$ cat src/hdl/tli_pkg.sv
// ----------------------------------------------------------------------------
// tli_pkg
// Shared types, constants and command structs of the table interpolator.
// ----------------------------------------------------------------------------
package tli_pkg;
   localparam int TABLE_DEPTH_DEF = 256;
   localparam int FRAC_BITS_DEF   = 16;
   localparam int CSR_ADDR_W      = 1;
   localparam logic [CSR_ADDR_W-1:0] REG_POINT_COUNT = 1'b0;

   localparam logic OP_LOAD  = 1'b0;
   localparam logic OP_QUERY = 1'b1;

   localparam logic [1:0] ST_INTERIOR = 2'd0;
   localparam logic [1:0] ST_LOW      = 2'd1;
   localparam logic [1:0] ST_HIGH     = 2'd2;
   localparam logic [1:0] ST_ERROR    = 2'd3;

   typedef enum logic [3:0] {
      S_IDLE, S_RD_ENDS, S_WAIT_ENDS, S_CHECK_ENDS, S_PROBE, S_WAIT_PROBE,
      S_DECIDE, S_RD_PAIR, S_WAIT_PAIR, S_MUL, S_DIV, S_FINISH, S_DONE
   } state_type;

   // Datapath commands from the controller.
   typedef struct packed {
      logic load;      // capture item, write table on load
      logic rd_ends;   // read entries 0 and n-1
      logic rd_mid;    // read entries mid and mid+1
      logic rd_pair;   // read y at found interval
      logic search_init;
      logic search_step;
      logic mul;
      logic div_start;
      logic div_step;
      logic finish;
      logic emit;
   } cmd_type;

   // Datapath status to the controller.
   typedef struct packed {
      logic is_query;
      logic ends_clamped;
      logic search_empty;  // lo > hi
      logic search_hit;
      logic div_last;
   } sts_type;
endpackage

$ cat src/hdl/tli_ctrl.sv
// ----------------------------------------------------------------------------
// tli_ctrl
// Sequencer for load, end check, binary search, multiply and divide.
// ----------------------------------------------------------------------------
module tli_ctrl import tli_pkg::*; (
   input  logic    clock,
   input  logic    reset,
   input  logic    start,
   output logic    busy,
   input  sts_type sts,
   output cmd_type cmd
);
   state_type state_ff, state_in;

   always_ff @(posedge clock) begin
      if (reset) state_ff <= S_IDLE;
      else state_ff <= state_in;
   end

   always_comb begin
      state_in = state_ff;
      unique case (state_ff)
         S_IDLE:       if (start) state_in = S_RD_ENDS;
         S_RD_ENDS:    state_in = sts.is_query ? S_WAIT_ENDS : S_IDLE;
         S_WAIT_ENDS:  state_in = S_CHECK_ENDS;
         S_CHECK_ENDS: state_in = sts.ends_clamped ? S_DONE : S_PROBE;
         S_PROBE:      state_in = sts.search_empty ? S_DONE : S_WAIT_PROBE;
         S_WAIT_PROBE: state_in = S_DECIDE;
         S_DECIDE:     state_in = sts.search_hit ? S_RD_PAIR : S_PROBE;
         S_RD_PAIR:    state_in = S_WAIT_PAIR;
         S_WAIT_PAIR:  state_in = S_MUL;
         S_MUL:        state_in = S_DIV;
         S_DIV:        if (sts.div_last) state_in = S_FINISH;
         S_FINISH:     state_in = S_DONE;
         S_DONE:       state_in = S_IDLE;
         default:      state_in = S_IDLE;
      endcase
   end

   always_comb begin
      cmd = '0;
      busy = (state_ff != S_IDLE);
      unique case (state_ff)
         S_IDLE:       begin cmd.load = start; end
         S_RD_ENDS:    begin cmd.rd_ends = sts.is_query; end
         S_WAIT_ENDS:  begin end
         S_CHECK_ENDS: begin cmd.search_init = 1'b1; end
         S_PROBE:      begin cmd.rd_mid = 1'b1; end
         S_WAIT_PROBE: begin end
         S_DECIDE:     begin cmd.search_step = 1'b1; end
         S_RD_PAIR:    begin cmd.rd_pair = 1'b1; end
         S_WAIT_PAIR:  begin end
         S_MUL:        begin cmd.mul = 1'b1; cmd.div_start = 1'b1; end
         S_DIV:        begin cmd.div_step = 1'b1; end
         S_FINISH:     begin cmd.finish = 1'b1; end
         S_DONE:       begin cmd.emit = 1'b1; end
         default:      begin end
      endcase
   end
endmodule

$ cat config.mk
export PLATFORM = sky130hd
export DESIGN_NAME = tli_ctrl
export DESIGN_NICKNAME = d
export VERILOG_FILES = /design/src/hdl/tli_pkg.sv /design/src/hdl/tli_ctrl.sv
export SDC_FILE = /design/constraint.sdc
export NUM_CORES = 1
export LEC_CHECK = 0
export BUFFER_PORTS_ARGS = -buffer_cell sky130_fd_sc_hd__buf_2
export CORE_AREA = 2 2 39 41
export CTS_CLUSTER_SIZE = 12
export DETAILED_ROUTE_END_ITERATION = 16
export DIE_AREA = 0 0 41 43
export GPL_ROUTABILITY_DRIVEN = 1
export GPL_TIMING_DRIVEN = 0
export PLACE_DENSITY_LB_ADDON = 0.3
export SLEW_MARGIN = 0
export SYNTH_ARGS = -nofsm -noshare
export SYNTH_HDL_FRONTEND = slang
export SYNTH_SLANG_ARGS = --single-unit
$ cat constraint.sdc
create_clock -name clock -period 2 [get_ports clock]
set_input_delay 0.1 -clock clock [delete_from_list [all_inputs] [get_ports clock]]
set_output_delay 0.1 -clock clock [all_outputs]
set_load 0.005 [all_outputs]
==> flow_summary.html <==
<table>
<tr><th>Metric</th><th>Value</th></tr>
<tr><th colspan="2">Critical path</th></tr>
<tr><td>Endpoint of the lowest-slack register-to-register path</td><td>state_ff[0]$_SDFFE_PP0P_</td></tr>
<tr><td>Critical Path Start Type</td><td>register</td></tr>
<tr><td>Cell count of the worst reg-to-reg path</td><td>3</td></tr>
<tr><td>Largest stage delay on the critical path</td><td>about 0.4 ns</td></tr>
<tr><td>Kind of end point of the critical path</td><td>output port</td></tr>
<tr><td>Crit path max-delay family</td><td>buffers and inverters</td></tr>
<tr><td>Arrival time reported for the critical path endpoint</td><td>1.51 ns</td></tr>
<tr><td>Cell Chain, Critical Path</td><td>clkbuf_1, nand2b_1, nor2_1, buf_4, buf_2</td></tr>
<tr><td>R2r startpoint</td><td>state_ff[0]$_SDFFE_PP0P_</td></tr>
<tr><td>Critical path fanouts, max</td><td>10</td></tr>
<tr><td>Number of buffer and inverter stages on the critical path</td><td>3</td></tr>
<tr><td>Worst setup path class</td><td>reg -&gt; out</td></tr>
<tr><td>Slowest cell on the critical path</td><td>sky130_fd_sc_hd__dfxtp_1</td></tr>
<tr><td>Worst setup slack for register-to-register paths</td><td>between 0.6 and 0.7 ns</td></tr>
<tr><td>Required time reported for the critical path endpoint</td><td>approximately 1.9 ns</td></tr>
<tr><th colspan="2">Min path</th></tr>
<tr><td>Min-Delay Path Depth</td><td>2</td></tr>
<tr><td>Min-delay src</td><td>reset</td></tr>
<tr><td>Hold WC Path Type</td><td>in -&gt; reg</td></tr>
<tr><td>Worst min-delay path endpoint</td><td>state_ff[2]$_SDFFE_PP0P_</td></tr>
<tr><th colspan="2">Finish</th></tr>
<tr><td>Area growth from synthesis to layout</td><td>42.1%</td></tr>
<tr><td>Flip-flop count of the largest register after layout</td><td>4</td></tr>
<tr><td>Largest registers</td><td>state_ff x4</td></tr>
<tr><td>Commonest cells after routing, fill and taps aside</td><td>sky130_fd_sc_hd__buf_2 (20), sky130_fd_sc_hd__nor2_1 (8), sky130_fd_sc_hd__nand2b_1 (4), sky130_fd_sc_hd__nor3_1 (4), sky130_fd_sc_hd__dfxtp_1 (4)</td></tr>
<tr><td>Share of final-layout standard cells stronger than drive strength 1</td><td>43.1%</td></tr>
<tr><td>Footprint of the multi-input gates</td><td>~230 um2</td></tr>
<tr><td>Count of inserted antenna diode cells</td><td>0</td></tr>
<tr><td>Nets@finish</td><td>75</td></tr>
<tr><td>Most frequent standard cell in the layout excluding fill and tap cells</td><td>sky130_fd_sc_hd__buf_2</td></tr>
<tr><td>Reg area</td><td>roughly 80 um2</td></tr>
<tr><td>Biggest register</td><td>state_ff</td></tr>
<tr><td>Fill cell total of the finished layout</td><td>roughly 170</td></tr>
<tr><th colspan="2">Power and ir drop</th></tr>
<tr><td>Static power due to leakage</td><td>about 0.22 nW</td></tr>
<tr><td>Areal power density over the cells</td><td>between 700 and 800 nW/um2</td></tr>
<tr><td>Worst voltage drop across the vdd grid</td><td>~250 uV</td></tr>
<tr><th colspan="2">Clock network</th></tr>
<tr><td>Clock tree from TritonCTS</td><td>yes</td></tr>
<tr><td>H-tree lvl count</td><td>1</td></tr>
<tr><td>Quantity of hold-fixing buffers added after cts</td><td>0</td></tr>
<tr><td>CTS Root Cell</td><td>sky130_fd_sc_hd__clkbuf_4</td></tr>
<tr><td>Number of CTS-inserted buffers</td><td>3</td></tr>
<tr><td>Resize count post-CTS</td><td>0</td></tr>
<tr><td>Clock net sink count</td><td>4</td></tr>
<tr><td>Worst-Skew Late Latency</td><td>0.23 ns</td></tr>
<tr><td>Setup Fix Bufs, Post-CTS</td><td>0</td></tr>
<tr><td>Clock-pin transition on the worst setup and hold timing paths</td><td>0.04 ns</td></tr>
<tr><td>Clock Tree Buf Depth</td><td>2</td></tr>
<tr><th colspan="2">Detailed routing</th></tr>
<tr><td>First-pass iteration count of the detailed router</td><td>4</td></tr>
<tr><td>Remaining design rule violation count</td><td>0</td></tr>
<tr><td>Total detailed-routing wirelength</td><td>893 um</td></tr>
<tr><td>Mean number of vias per cell</td><td>between 4 and 5</td></tr>
<tr><td>Total number of vias</td><td>around 400</td></tr>
<tr><td>Number of DRC markers in iteration 0</td><td>8</td></tr>
<tr><td>Routed wire length per instance</td><td>approximately 11 um</td></tr>
<tr><td>Final ANT Viol Nets</td><td>0</td></tr>
<tr><th colspan="2">Timing</th></tr>
<tr><td>Number of hold violations in the final report</td><td>0</td></tr>
<tr><td>Final TNS setup</td><td>0 ns</td></tr>
<tr><td>Final Max Tran Viols</td><td>0</td></tr>
<tr><td>Shortest period the worst path allows</td><td>about 1.6 ns</td></tr>
<tr><td>Crit share post-route</td><td>approximately 80%</td></tr>
<tr><td>Setup repair after global routing missed its margin</td><td>false</td></tr>
<tr><td>Worst clock skew</td><td>0.00305 ns</td></tr>
<tr><td>Worst hold margin</td><td>0.109 ns</td></tr>
<tr><td>Final worst-path setup slack</td><td>slightly below 0.4 ns</td></tr>
<tr><td>Finish-stage setup viols</td><td>0</td></tr>
<tr><td>Maximum achievable frequency</td><td>roughly 0.62 GHz</td></tr>
<tr><td>Worst slew pin tran</td><td>approximately 0.41 ns</td></tr>
<tr><td>Rel. slew slack</td><td>a little over 70%</td></tr>
<tr><th colspan="2">Global route</th></tr>
<tr><td>Pin count of the biggest net entering global routing</td><td>11</td></tr>
<tr><td>Initial antenna violation count</td><td>0</td></tr>
<tr><td>Vias in the first global route</td><td>around 330</td></tr>
<tr><td>First-pass GRT wire length</td><td>1360 um</td></tr>
<tr><td>Total overflow reported by the global router</td><td>0</td></tr>
<tr><td>Global-route total usage across every layer</td><td>a little under an eighth</td></tr>
<tr><th colspan="2">Floorplan</th></tr>
<tr><td>Initial Util</td><td>about a quarter</td></tr>
<tr><td>Floorplan row count</td><td>14</td></tr>
<tr><td>Area enclosed by the die boundary</td><td>1760 um2</td></tr>
<tr><td>Num ports</td><td>20</td></tr>
<tr><td>Die Width</td><td>approximately 41 um</td></tr>
<tr><td>Height of the die</td><td>between 40 and 50 um</td></tr>
<tr><td>Floorplan core area</td><td>between 1000 and 1500 um2</td></tr>
<tr><th colspan="2">Placed design</th></tr>
<tr><td>HPWL Detailed</td><td>686 um</td></tr>
<tr><td>GPL Wtd Cong</td><td>~0.71</td></tr>
<tr><td>Minimum setup slack after placement</td><td>0.634 ns</td></tr>
<tr><td>Count of port buffers added during placement</td><td>19</td></tr>
<tr><th colspan="2">Logic synthesis</th></tr>
<tr><td>Synth Area per Inst</td><td>7.59 um2</td></tr>
<tr><td>Sequential-to-total area share from yosys stat</td><td>24.5%</td></tr>
<tr><td>Syn_nets</td><td>51</td></tr>
<tr><td>Number of distinct library cells after synthesis</td><td>23</td></tr>
<tr><td>Yosys warning total</td><td>0</td></tr>
<tr><td>Flop and latch count out of synthesis</td><td>4</td></tr>
<tr><td>Gate Count Post-Synth</td><td>43</td></tr>
<tr><td>Cell area after synthesis</td><td>327 um2</td></tr>
<tr><th colspan="2">Outcome</th></tr>
<tr><td>Result of the run</td><td>complete, no violations</td></tr>
<tr><th colspan="2">Flow run</th></tr>
<tr><td>Max-cap viol count</td><td>0</td></tr>
</table>
-- power by group --
| group | switching [W] | internal (W) | leakage (nW) |
|---|---|---|---|
| Sequential | 0.0000197 | 0.0000945 | 0.0328 |
| Clock | 0.0000312 | 0.0000670 | 0.0138 |
| Combinational | 0.0000768 | 0.0000726 | 0.171 |
-- how the worst max path moves through the flow --
stage | start | end | slack [ns] | cells after the start
after global placement | state_ff[2]$_SDFFE_PP0P_ | cmd[4] | 0.64 | 5
after detailed placement | state_ff[2]$_SDFFE_PP0P_ | cmd[4] | 0.63 | 5
after CTS | state_ff[2]$_SDFFE_PP0P_ | cmd[4] | 0.37 | 5
after floorplan | state_ff[0]$_SDFFE_PP0P_ | state_ff[0]$_SDFFE_PP0P_ | 0.75 | 3
after global routing | state_ff[3]$_SDFFE_PP0P_ | cmd[4] | 0.23 | 5
final | state_ff[2]$_SDFFE_PP0P_ | cmd[4] | 0.39 | 5
-- metal layers --
metal	global-route usage (%)	share of wire [%]	routed length [um]
met2	18.1	47	422
met4	2.00	0	0
met1	13.2	45	400
met5	0	0	0
met3	6.28	7.8	70
-- metrics by stage --
step | power (W) | area [um2] | std cells | utilization, %
floorplan | 0.000212 | 327 | 43 | -
detailed placement | 0.000267 | 442 | 78 | 31.9
CTS | 0.000370 | 464 | 81 | 33.5
global route | 0.000398 | 464 | 81 | 33.5
global placement | 0.000265 | 442 | 78 | 31.9
finish | 0.000362 | 464 | 81 | 33.5
-- layout make-up --
class / count / area share, %
Tap cell: 16 / 4.31
Buffer: 4 / 4.31
Clock buffer: 3 / 4.85
Timing Repair Buffer: 19 / 20.5
Multi-Input combinational cell: 35 / 48.8
Sequential cell: 4 / 17.3
-- Yosys cell counts, drive strengths merged --
cell type | n | area share [%]
o211ai | 1 | 2.3
nor3 | 4 | 6.1
clkbuf | 2 | 2.3
or2b | 1 | 2.3
dfxtp | 4 | 25
mux2 | 1 | 3.4
nor2b | 1 | 1.9
nand2 | 3 | 3.4
o22a | 1 | 2.7
nor4b | 1 | 2.7
or4b | 1 | 4.2
buf | 2 | 3.8
and3 | 2 | 3.8
nor2 | 8 | 9.2
a221oi | 1 | 2.7
nand3 | 1 | 1.5
or3 | 1 | 1.9
nand2b | 4 | 7.7
a31oi | 1 | 1.9
a2bb2oi | 1 | 4.6
a211oi | 1 | 2.3
o221ai | 1 | 4.6
-- cells by family after synthesis --
family	synth area share, %
DFF	24.5
AOI/OAI and AO/OA	21.1
buffers and inverters	6.13
muxes	3.45
and+or+nand+nor	44.8
Power figures use the tool's default switching activity.
